--- src/rtl/core/cebs_pkg.sv ---
// ----------------------------------------------------------------------------
// cebs_pkg
// Shared constants for the clamped encoder bank stepper: field widths,
// bank size and stream packing offsets.
// ----------------------------------------------------------------------------
package cebs_pkg;

   localparam int ENC_COUNT              = 16;
   localparam int ENC_W                  = 4;
   localparam int ENCODERS_PER_BANK_DEF  = 8;
   localparam int VALUE_WIDTH_DEF        = 32;
   localparam int FIELD_W                = 32;
   localparam int LANES                  = 8;

   // request tdata packing, lowest bit first
   localparam int REQ_BANK_LSB  = 0;
   localparam int REQ_PINS_LSB  = 1;
   localparam int REQ_FLAGS_LSB = 17;
   localparam int REQ_INDEX_LSB = 25;
   localparam int REQ_STEP_LSB  = 29;
   localparam int REQ_MIN_LSB   = 61;
   localparam int REQ_MAX_LSB   = 93;
   localparam int REQ_START_LSB = 125;
   localparam int REQ_DATA_W    = 160;

   localparam int RSP_DATA_W    = 40;
   localparam int RSP_USER_W    = 2;

   localparam logic OP_EVENT = 1'b0;
   localparam logic OP_LOAD  = 1'b1;

endpackage

--- src/rtl/core/clamped_encoder_bank_stepper_unit.sv ---
// A load writes the addressed encoder entry while the unit is idle. An event with n
// flagged encoders steps each one through an add step, then a clamp and write-back
// step, in one shared adder/compare unit; each result is registered in its clamp step.
// A new request is taken only in idle: after all n flagged encoders (n <=
// ENCODERS_PER_BANK) are done, and the clamp step waits while the result side stalls.
// Reset clears all encoder entries and control.
// ----------------------------------------------------------------------------
// clamped_encoder_bank_stepper_unit
// Sixteen x2 quadrature encoder values with per-encoder step and clamp bounds.
// ----------------------------------------------------------------------------
module clamped_encoder_bank_stepper_unit #(
   parameter int ENCODERS_PER_BANK = cebs_pkg::ENCODERS_PER_BANK_DEF,
   parameter int VALUE_WIDTH       = cebs_pkg::VALUE_WIDTH_DEF
) (
   input  logic                            clock,
   input  logic                            reset,
   input  logic                            req_tvalid,
   output logic                            req_tready,
   // bank, pin_levels[16], change_flags[8], entry_index[4], entry_step,
   // entry_min, entry_max, entry_start, zero pad
   input  logic [cebs_pkg::REQ_DATA_W-1:0] req_tdata,
   // operation
   input  logic [0:0]                      req_tuser,
   output logic                            rsp_tvalid,
   input  logic                            rsp_tready,
   // encoder_number[4], new_value[32], zero pad
   output logic [cebs_pkg::RSP_DATA_W-1:0] rsp_tdata,
   // moved_up, hit_bound
   output logic [cebs_pkg::RSP_USER_W-1:0] rsp_tuser,
   output logic                            rsp_tlast
);

   localparam int VW    = VALUE_WIDTH;
   localparam int EPB   = ENCODERS_PER_BANK;
   localparam int J_W   = (EPB > 1) ? $clog2(EPB) : 1;
   localparam int ENC_W = cebs_pkg::ENC_W;
   localparam int FW    = cebs_pkg::FIELD_W;

   localparam logic [1:0] ST_IDLE  = 2'd0;
   localparam logic [1:0] ST_ADD   = 2'd1;
   localparam logic [1:0] ST_CLAMP = 2'd2;

   logic signed [VW-1:0] value_ff [cebs_pkg::ENC_COUNT];
   logic signed [VW-1:0] step_ff  [cebs_pkg::ENC_COUNT];
   logic signed [VW-1:0] low_ff   [cebs_pkg::ENC_COUNT];
   logic signed [VW-1:0] high_ff  [cebs_pkg::ENC_COUNT];

   logic [1:0]            state_ff, state_in;
   logic [EPB-1:0]        flags_ff, flags_in;
   logic [EPB-1:0]        a_lvl_ff, a_lvl_in;
   logic [EPB-1:0]        b_lvl_ff, b_lvl_in;
   logic                  bank_ff, bank_in;
   logic signed [VW:0]    sum_ff, sum_in;
   logic signed [VW-1:0]  bound_ff, bound_in;
   logic                  up_ff, up_in;
   logic [ENC_W-1:0]      enc_ff, enc_in;
   logic [J_W-1:0]        lane_ff, lane_in;
   logic                  rsp_valid_ff, rsp_valid_in;
   logic [ENC_W-1:0]      rsp_enc_ff, rsp_enc_in;
   logic [FW-1:0]         rsp_value_ff, rsp_value_in;
   logic                  rsp_up_ff, rsp_up_in;
   logic                  rsp_hit_ff, rsp_hit_in;
   logic                  rsp_last_ff, rsp_last_in;

   logic                  req_fire;
   logic                  load_fire;
   logic                  clamp_fire;
   logic [J_W-1:0]        lane_sel;
   logic [ENC_W-1:0]      enc_sel;
   logic                  up_sel;
   logic [EPB-1:0]        req_flags;
   logic signed [VW-1:0]  val_rd, step_rd;
   logic signed [VW:0]    val_x, step_x, bound_x;
   logic                  bound_hit;
   logic                  sat_hit;
   logic signed [VW-1:0]  result;
   logic [EPB-1:0]        flags_left;

   function automatic logic [J_W-1:0] lowest_set(input logic [EPB-1:0] f);
      logic [J_W-1:0] idx;
      idx = '0;
      for (int i = EPB - 1; i >= 0; i--) begin
         if (f[i]) begin
            idx = J_W'(i);
         end
      end
      return idx;
   endfunction

   assign req_tready = (state_ff == ST_IDLE);
   assign req_fire   = req_tvalid && req_tready;
   assign load_fire  = req_fire && (req_tuser[0] == cebs_pkg::OP_LOAD);
   assign req_flags  = req_tdata[cebs_pkg::REQ_FLAGS_LSB +: EPB];

   // lane pick and encoder number for the add step
   assign lane_sel = lowest_set(flags_ff);
   assign enc_sel  = (bank_ff ? ENC_W'(EPB) : '0) + ENC_W'(lane_sel);
   assign up_sel   = (a_lvl_ff[lane_sel] == b_lvl_ff[lane_sel]);
   assign val_rd   = value_ff[enc_sel];
   assign step_rd  = step_ff[enc_sel];
   assign val_x    = (VW+1)'(val_rd);
   assign step_x   = (VW+1)'(step_rd);

   // clamp step: one-sided bound, then saturate a sum that left the range
   assign bound_x   = (VW+1)'(bound_ff);
   assign bound_hit = up_ff ? (sum_ff > bound_x) : (sum_ff < bound_x);
   assign sat_hit   = (sum_ff[VW] != sum_ff[VW-1]);
   always_comb begin
      if (bound_hit) begin
         result = bound_ff;
      end else if (sat_hit) begin
         result = sum_ff[VW] ? {1'b1, {(VW-1){1'b0}}} : {1'b0, {(VW-1){1'b1}}};
      end else begin
         result = sum_ff[VW-1:0];
      end
   end

   assign clamp_fire = (state_ff == ST_CLAMP) && (!rsp_valid_ff || rsp_tready);
   assign flags_left = flags_ff & ~(EPB'(1) << lane_ff);

   always_comb begin
      state_in     = state_ff;
      flags_in     = flags_ff;
      a_lvl_in     = a_lvl_ff;
      b_lvl_in     = b_lvl_ff;
      bank_in      = bank_ff;
      sum_in       = sum_ff;
      bound_in     = bound_ff;
      up_in        = up_ff;
      enc_in       = enc_ff;
      lane_in      = lane_ff;
      rsp_valid_in = rsp_valid_ff && !rsp_tready;
      rsp_enc_in   = rsp_enc_ff;
      rsp_value_in = rsp_value_ff;
      rsp_up_in    = rsp_up_ff;
      rsp_hit_in   = rsp_hit_ff;
      rsp_last_in  = rsp_last_ff;
      case (state_ff)
         ST_IDLE: begin
            if (req_fire && (req_tuser[0] == cebs_pkg::OP_EVENT)) begin
               flags_in = req_flags;
               a_lvl_in = req_tdata[cebs_pkg::REQ_PINS_LSB +: EPB];
               b_lvl_in = req_tdata[cebs_pkg::REQ_PINS_LSB + cebs_pkg::LANES +: EPB];
               bank_in  = req_tdata[cebs_pkg::REQ_BANK_LSB];
               if (req_flags != '0) begin
                  state_in = ST_ADD;
               end
            end
         end
         ST_ADD: begin
            up_in    = up_sel;
            enc_in   = enc_sel;
            lane_in  = lane_sel;
            sum_in   = up_sel ? (val_x + step_x) : (val_x - step_x);
            bound_in = up_sel ? high_ff[enc_sel] : low_ff[enc_sel];
            state_in = ST_CLAMP;
         end
         ST_CLAMP: begin
            if (clamp_fire) begin
               rsp_valid_in = 1'b1;
               rsp_enc_in   = enc_ff;
               rsp_value_in = FW'(result);
               rsp_up_in    = up_ff;
               rsp_hit_in   = bound_hit || sat_hit;
               rsp_last_in  = (flags_left == '0);
               flags_in     = flags_left;
               state_in     = (flags_left == '0) ? ST_IDLE : ST_ADD;
            end
         end
         default: begin
            state_in = ST_IDLE;
         end
      endcase
   end

   always_ff @(posedge clock) begin
      if (reset) begin
         state_ff     <= ST_IDLE;
         rsp_valid_ff <= 1'b0;
         flags_ff     <= '0;
      end else begin
         state_ff     <= state_in;
         rsp_valid_ff <= rsp_valid_in;
         flags_ff     <= flags_in;
      end
   end

   always_ff @(posedge clock) begin
      a_lvl_ff     <= a_lvl_in;
      b_lvl_ff     <= b_lvl_in;
      bank_ff      <= bank_in;
      sum_ff       <= sum_in;
      bound_ff     <= bound_in;
      up_ff        <= up_in;
      enc_ff       <= enc_in;
      lane_ff      <= lane_in;
      rsp_enc_ff   <= rsp_enc_in;
      rsp_value_ff <= rsp_value_in;
      rsp_up_ff    <= rsp_up_in;
      rsp_hit_ff   <= rsp_hit_in;
      rsp_last_ff  <= rsp_last_in;
   end

   // encoder entries; loaded fields are sign-extended or cut to VW
   always_ff @(posedge clock) begin
      if (reset) begin
         for (int k = 0; k < cebs_pkg::ENC_COUNT; k++) begin
            value_ff[k] <= '0;
            step_ff[k]  <= '0;
            low_ff[k]   <= '0;
            high_ff[k]  <= '0;
         end
      end else if (load_fire) begin
         step_ff[req_tdata[cebs_pkg::REQ_INDEX_LSB +: ENC_W]] <=
            VW'($signed(req_tdata[cebs_pkg::REQ_STEP_LSB +: FW]));
         low_ff[req_tdata[cebs_pkg::REQ_INDEX_LSB +: ENC_W]] <=
            VW'($signed(req_tdata[cebs_pkg::REQ_MIN_LSB +: FW]));
         high_ff[req_tdata[cebs_pkg::REQ_INDEX_LSB +: ENC_W]] <=
            VW'($signed(req_tdata[cebs_pkg::REQ_MAX_LSB +: FW]));
         value_ff[req_tdata[cebs_pkg::REQ_INDEX_LSB +: ENC_W]] <=
            VW'($signed(req_tdata[cebs_pkg::REQ_START_LSB +: FW]));
      end else if (clamp_fire) begin
         value_ff[enc_ff] <= result;
      end
   end

   assign rsp_tvalid = rsp_valid_ff;
   assign rsp_tdata  = {{(cebs_pkg::RSP_DATA_W - ENC_W - FW){1'b0}}, rsp_value_ff, rsp_enc_ff};
   assign rsp_tuser  = {rsp_hit_ff, rsp_up_ff};
   assign rsp_tlast  = rsp_last_ff;

endmodule
--- config.mk ---
export PLATFORM = sky130hd
export DESIGN_NAME = clamped_encoder_bank_stepper_unit
export DESIGN_NICKNAME = d
export VERILOG_FILES = /design/src/rtl/core/cebs_pkg.sv /design/src/rtl/core/clamped_encoder_bank_stepper_unit.sv
export SDC_FILE = /design/constraint.sdc
export NUM_CORES = 2
export LEC_CHECK = 0
export BUFFER_PORTS_ARGS = -buffer_cell sky130_fd_sc_hd__buf_2
export CAP_MARGIN = 15
export CORE_AREA = 2 2 628 474
export CTS_CLUSTER_DIAMETER = 40
export DETAILED_ROUTE_END_ITERATION = 10
export DIE_AREA = 0 0 630 476
export PLACE_DENSITY = 0.48
export SYNTH_ARGS = -nofsm -noshare
export SYNTH_HDL_FRONTEND = slang
export SYNTH_SLANG_ARGS = --single-unit
--- constraint.sdc ---
create_clock -name clock -period 10 [get_ports clock]
set_input_delay 2.5 -clock clock [delete_from_list [all_inputs] [get_ports clock]]
set_output_delay 2.5 -clock clock [all_outputs]
set_load 0.03 [all_outputs]
==> metrics.md <==
| Metric | Value |
|---|---|
| Gr ovfl total | `0` |
| CTS tree | `yes` |
| TritonCTS Buffers | `354` |
| Post-CTS setup buffer count | `0` |
| Syn_area_per_cell | `11.1 µm²` |
| Final HPWL DP | `196000 µm` |
| Flop pwr share | `38.1%` |
| Resized cells post-CTS | `0` |
| Cell taking the most area after synthesis | `edfxtp_1` |
| CP required | `10.62 ns` |
| Combinational share of power | `between 10% and 20%` |
| I/O pins | `210` |
| DRT Pass-1 Iters | `6` |
| # port buffers | `202` |
| Finish-stage setup viols | `0` |
| Number of global-route vias before repair | `between 70000 and 80000` |
| PnR worst setup slack | `approximately 1.5 ns` |
| Maximum root-to-sink buffer count | `4` |
| Htree depth | `5` |
| #FFs+latches synth | `approximately 2200` |
| DRT iter0 DRCs | `between 8000 and 9000` |
| Post-Place Setup Slack | `around 1.7 ns` |
| Sequential share of the synthesized area | `63.9%` |
| Post-Layout Cell Count | `~13000` |
| Delay-heaviest family, CP | `simple AND/OR/NAND/NOR gates` |
| RR Endpoint | `sum_ff[31]` |
| Fillers | `approximately 28000` |
| Layout cells sized above 1 | `between 10% and 20%` |
| Post-Syn Area | `0.102 mm²` |
| Placed insts | `12800` |
| RR Startpoint | `flags_ff[5]` |
| Bufs and invs on worst path | `2` |
| LEAKAGE | `between 40 and 50 nW` |
| Final min period | `roughly 8.5 ns` |
| Highest clock rate | `~0.12 GHz` |
| Largest net degree at the start of global routing | `156` |
| Vias/cell | `roughly 5.4` |
| Sequential cell area | `between 0.06 and 0.07 mm²` |
| Clock power share | `between 40% and 50%` |
| Reg2Reg Setup Slack | `~1.5 ns` |
| WHS Endpoint | `rsp_tvalid` |
| First-pass GRT wire length | `525000 µm` |
| CTS Sinks | `between 2000 and 2500` |
| RSZ-0062 raised after global routing | `no` |
| Startpoint Class | `flop` |
| Area of the multi-input gates | `about 0.034 mm²` |
| Pint | `around 0.020 W` |
| Share of the synthesized area in the top cell type | `between 60% and 70%` |
| Setup CP Type | `reg -> reg` |
| Die footprint | `~0.30 mm²` |
| Max_slew headroom | `between 15 and 20%` |
| CORE AREA | `0.294 mm²` |
| Clock latency on the worst-skew pair | `around 0.92 ns` |
| Max IR drop VDD | `0.164 mV` |
| CP max stage delay | `approximately 0.9 ns` |
| FFs w/ async S/R, synth | `0%` |
| Synth Instances | `slightly above 9000` |
| Worst r2r path cells | `23` |
| Tightest Pin Transition | `between 1 and 1.5 ns` |
| Synth-to-Final Area Change | `16.6%` |
| Initial antenna violation count | `64` |
| Switching share of power | `about 30%` |
| Routed wire per std cell | `approximately 27 µm` |
| Most common cell in the netlist | `edfxtp_1` |
| Max Cap Viol | `0` |
| Final Max Tran Viols | `0` |
| Critical path capture point type | `flop` |
| Post-layout util | `slightly above 40%` |
| Clock transition at path regs | `approximately 0.050 ns` |
| Hold crit path type | `reg -> reg` |
| Nets | `roughly 9400` |
| Hold Violations, Final | `0` |
| Clk_skew | `between 0.1 and 0.15 ns` |
| Die height | `~480 µm` |
| Synth warn | `0` |
| # rows | `173` |
| Die width | `630 µm` |
| Crit path max fanout | `30` |
| Power Total | `approximately 0.028 W` |
| Initial Util | `around a third` |
| Area contributors post-synth | `edfxtp_1 (64%), and2_1 (9.4%), nand2_1 (6.6%)` |
| Setup TNS | `0 ns` |
| Wire length after detailed routing | `367000 µm` |
| Slowest cell on the critical path | `nor2_2` |
| Cell Chain, Critical Path | `or4_1, nand2_8, inv_8, nor2_2, buf_4, nand2_1, o22ai_1, or4_1, a21oi_1, or4_1, or2_2, o21ai_0, xnor2_1, ha_1, a211oi_1, a21boi_0, nand3_1, a2111o_1, nand2_1, o21ai_0, o41ai_1, o21ai_0, xor2_1` |
| Power Dens Cells | `~240 mW/mm²` |
| GRT Resource Usage Total | `between 20 and 25%` |
| Post-CTS Hold Buffers | `0` |
| EDFF count, synth | `approximately 2200` |
| WHS Path Cells | `2` |
| Final Wtd Congestion | `around 0.87` |
| Clk root buf | `clkbuf_16` |
| Detail Route Antenna Nets | `0` |
| Synth top cells by count | `edfxtp_1 (2174), nand2_1 (1800), and2_1 (1542)` |
| Status | `completed` |
| Hold path startpoint | `rsp_tvalid` |
| Synth Flop Type | `edfxtp_1` |
| Period utilization | `a little under nine tenths` |
| CP arrival | `between 9 and 10 ns` |
| # DRC | `0` |
| Vias | `approximately 73000` |
| Synth unique cells | `between 80 and 90` |
| Switching pwr | `0.00857 W` |
==> cell type report <==
class                   count  share of cell area [%]
clock inverters           258                    2.28
repair buffers            404                    2.36
well taps                3937                    4.12
clock buffers             389                    7.61
diodes                     27                  0.0565
multi-input cells        6172                    28.5
flip-flops and latches   2185                    54.8
inverters                  64                   0.235
==> placed cells by master, fill, tap and decap left out, drive strengths merged, types with 30 or more instances in the layout <==
master,Yosys,final
and3,185,185
edfxtp,2174,2174
a211oi,30,30
nor3,87,87
clkinv,1,118
o21ai,106,106
ha,68,68
o31ai,39,39
clkinvlp,0,54
a21oi,156,156
a221oi,41,41
nand2b,32,32
buf,143,404
nor2,634,634
clkbuf,648,389
nand3,716,716
and2,1542,1542
bufinv,0,34
mux2i,63,63
inv,63,116
xnor2,47,47
nand2,1802,1802
a311o,34,34
a311oi,229,229
a31oi,72,72
==> sequential cells by signal, indices dropped and copies added, names as in the netlist <==
signal	count
enc_ff	4
value_ff	512
rsp_tvalid	1
up_ff	1
low_ff	512
high_ff	512
rsp_hit_ff	1
rsp_enc_ff	4
step_ff	512
bound_ff	32
rsp_tlast	1
sum_ff	33
rsp_up_ff	1
flags_ff	8
rsp_value_ff	32
b_lvl_ff	8
state_ff	2
a_lvl_ff	8
bank_ff	1
==> how the worst max path moves through the flow <==
| stage | start | endpoint | slack [ns] | cells after the start |
|---|---|---|---|---|
| detailed placement | flags_ff[5] | sum_ff[31] | 1.71 | 23 |
| global placement | flags_ff[5] | sum_ff[29] | 1.72 | 24 |
| floorplan | flags_ff[4] | sum_ff[30] | 3.42 | 28 |
| CTS | flags_ff[5] | sum_ff[31] | 1.68 | 23 |
| finish | flags_ff[5] | sum_ff[31] | 1.50 | 23 |
| global route | flags_ff[5] | sum_ff[31] | 1.23 | 23 |
==> stage by stage <==
step,hold slack (ns),instance area [µm²]
finish,0.526,119000
global route,0.573,119000
CTS,0.527,119000
detailed placement,0.516,108000
global placement,0.509,108000
floorplan,0.424,102000
==> cells by family (layout without fill, tap and decap cells) <==
family	Yosys count	in the layout	synth area share (%)
AND/OR/NAND/NOR	5088	5088	24.2
buffers and inverters	855	1115	3.38
multiplexers	85	85	0.923
flip-flops	2185	2185	63.9
AO/OA/AOI/OAI	866	866	6.16
adder cells (fa/ha/maj)	69	69	0.850
XOR/XNOR	60	60	0.513
other	1	31	0.00366
==> power by group through the flow <==
stage                     clock, W  combinational (W)  sequential, W
after detailed placement         0            0.00518         0.0109
after global placement           0            0.00515         0.0109
after CTS                   0.0124            0.00520         0.0107
after floorplan                  0            0.00318         0.0109
final                       0.0122            0.00522         0.0107
after global routing        0.0128            0.00561         0.0108
==> worst reg2reg max path, cell delays in order (launching register included) <==
cell and delay [ns]:
dfxtp_1 0.44, or4_1 0.69, nand2_8 0.33, inv_8 0.25, nor2_2 0.90, buf_4 0.37, nand2_1 0.13, o22ai_1 0.26
or4_1 0.17, a21oi_1 0.21, or4_1 0.73, or2_2 0.38, o21ai_0 0.21, xnor2_1 0.13, ha_1 0.38, a211oi_1 0.43
a21boi_0 0.28, nand3_1 0.15, a2111o_1 0.42, nand2_1 0.08, o21ai_0 0.16, o41ai_1 0.71, o21ai_0 0.22, xor2_1 0.20
==> per-layer routing <==
metal	part of all wire, %	vias up	track usage, %
li1	-	32500	-
met1	43	36900	32.6
met2	47	2887	39.5
met3	7.1	632	3.57
met4	3.3	22	7.91
met5	0.041	-	0
Note: power is estimated with default switching activity, not from simulation.
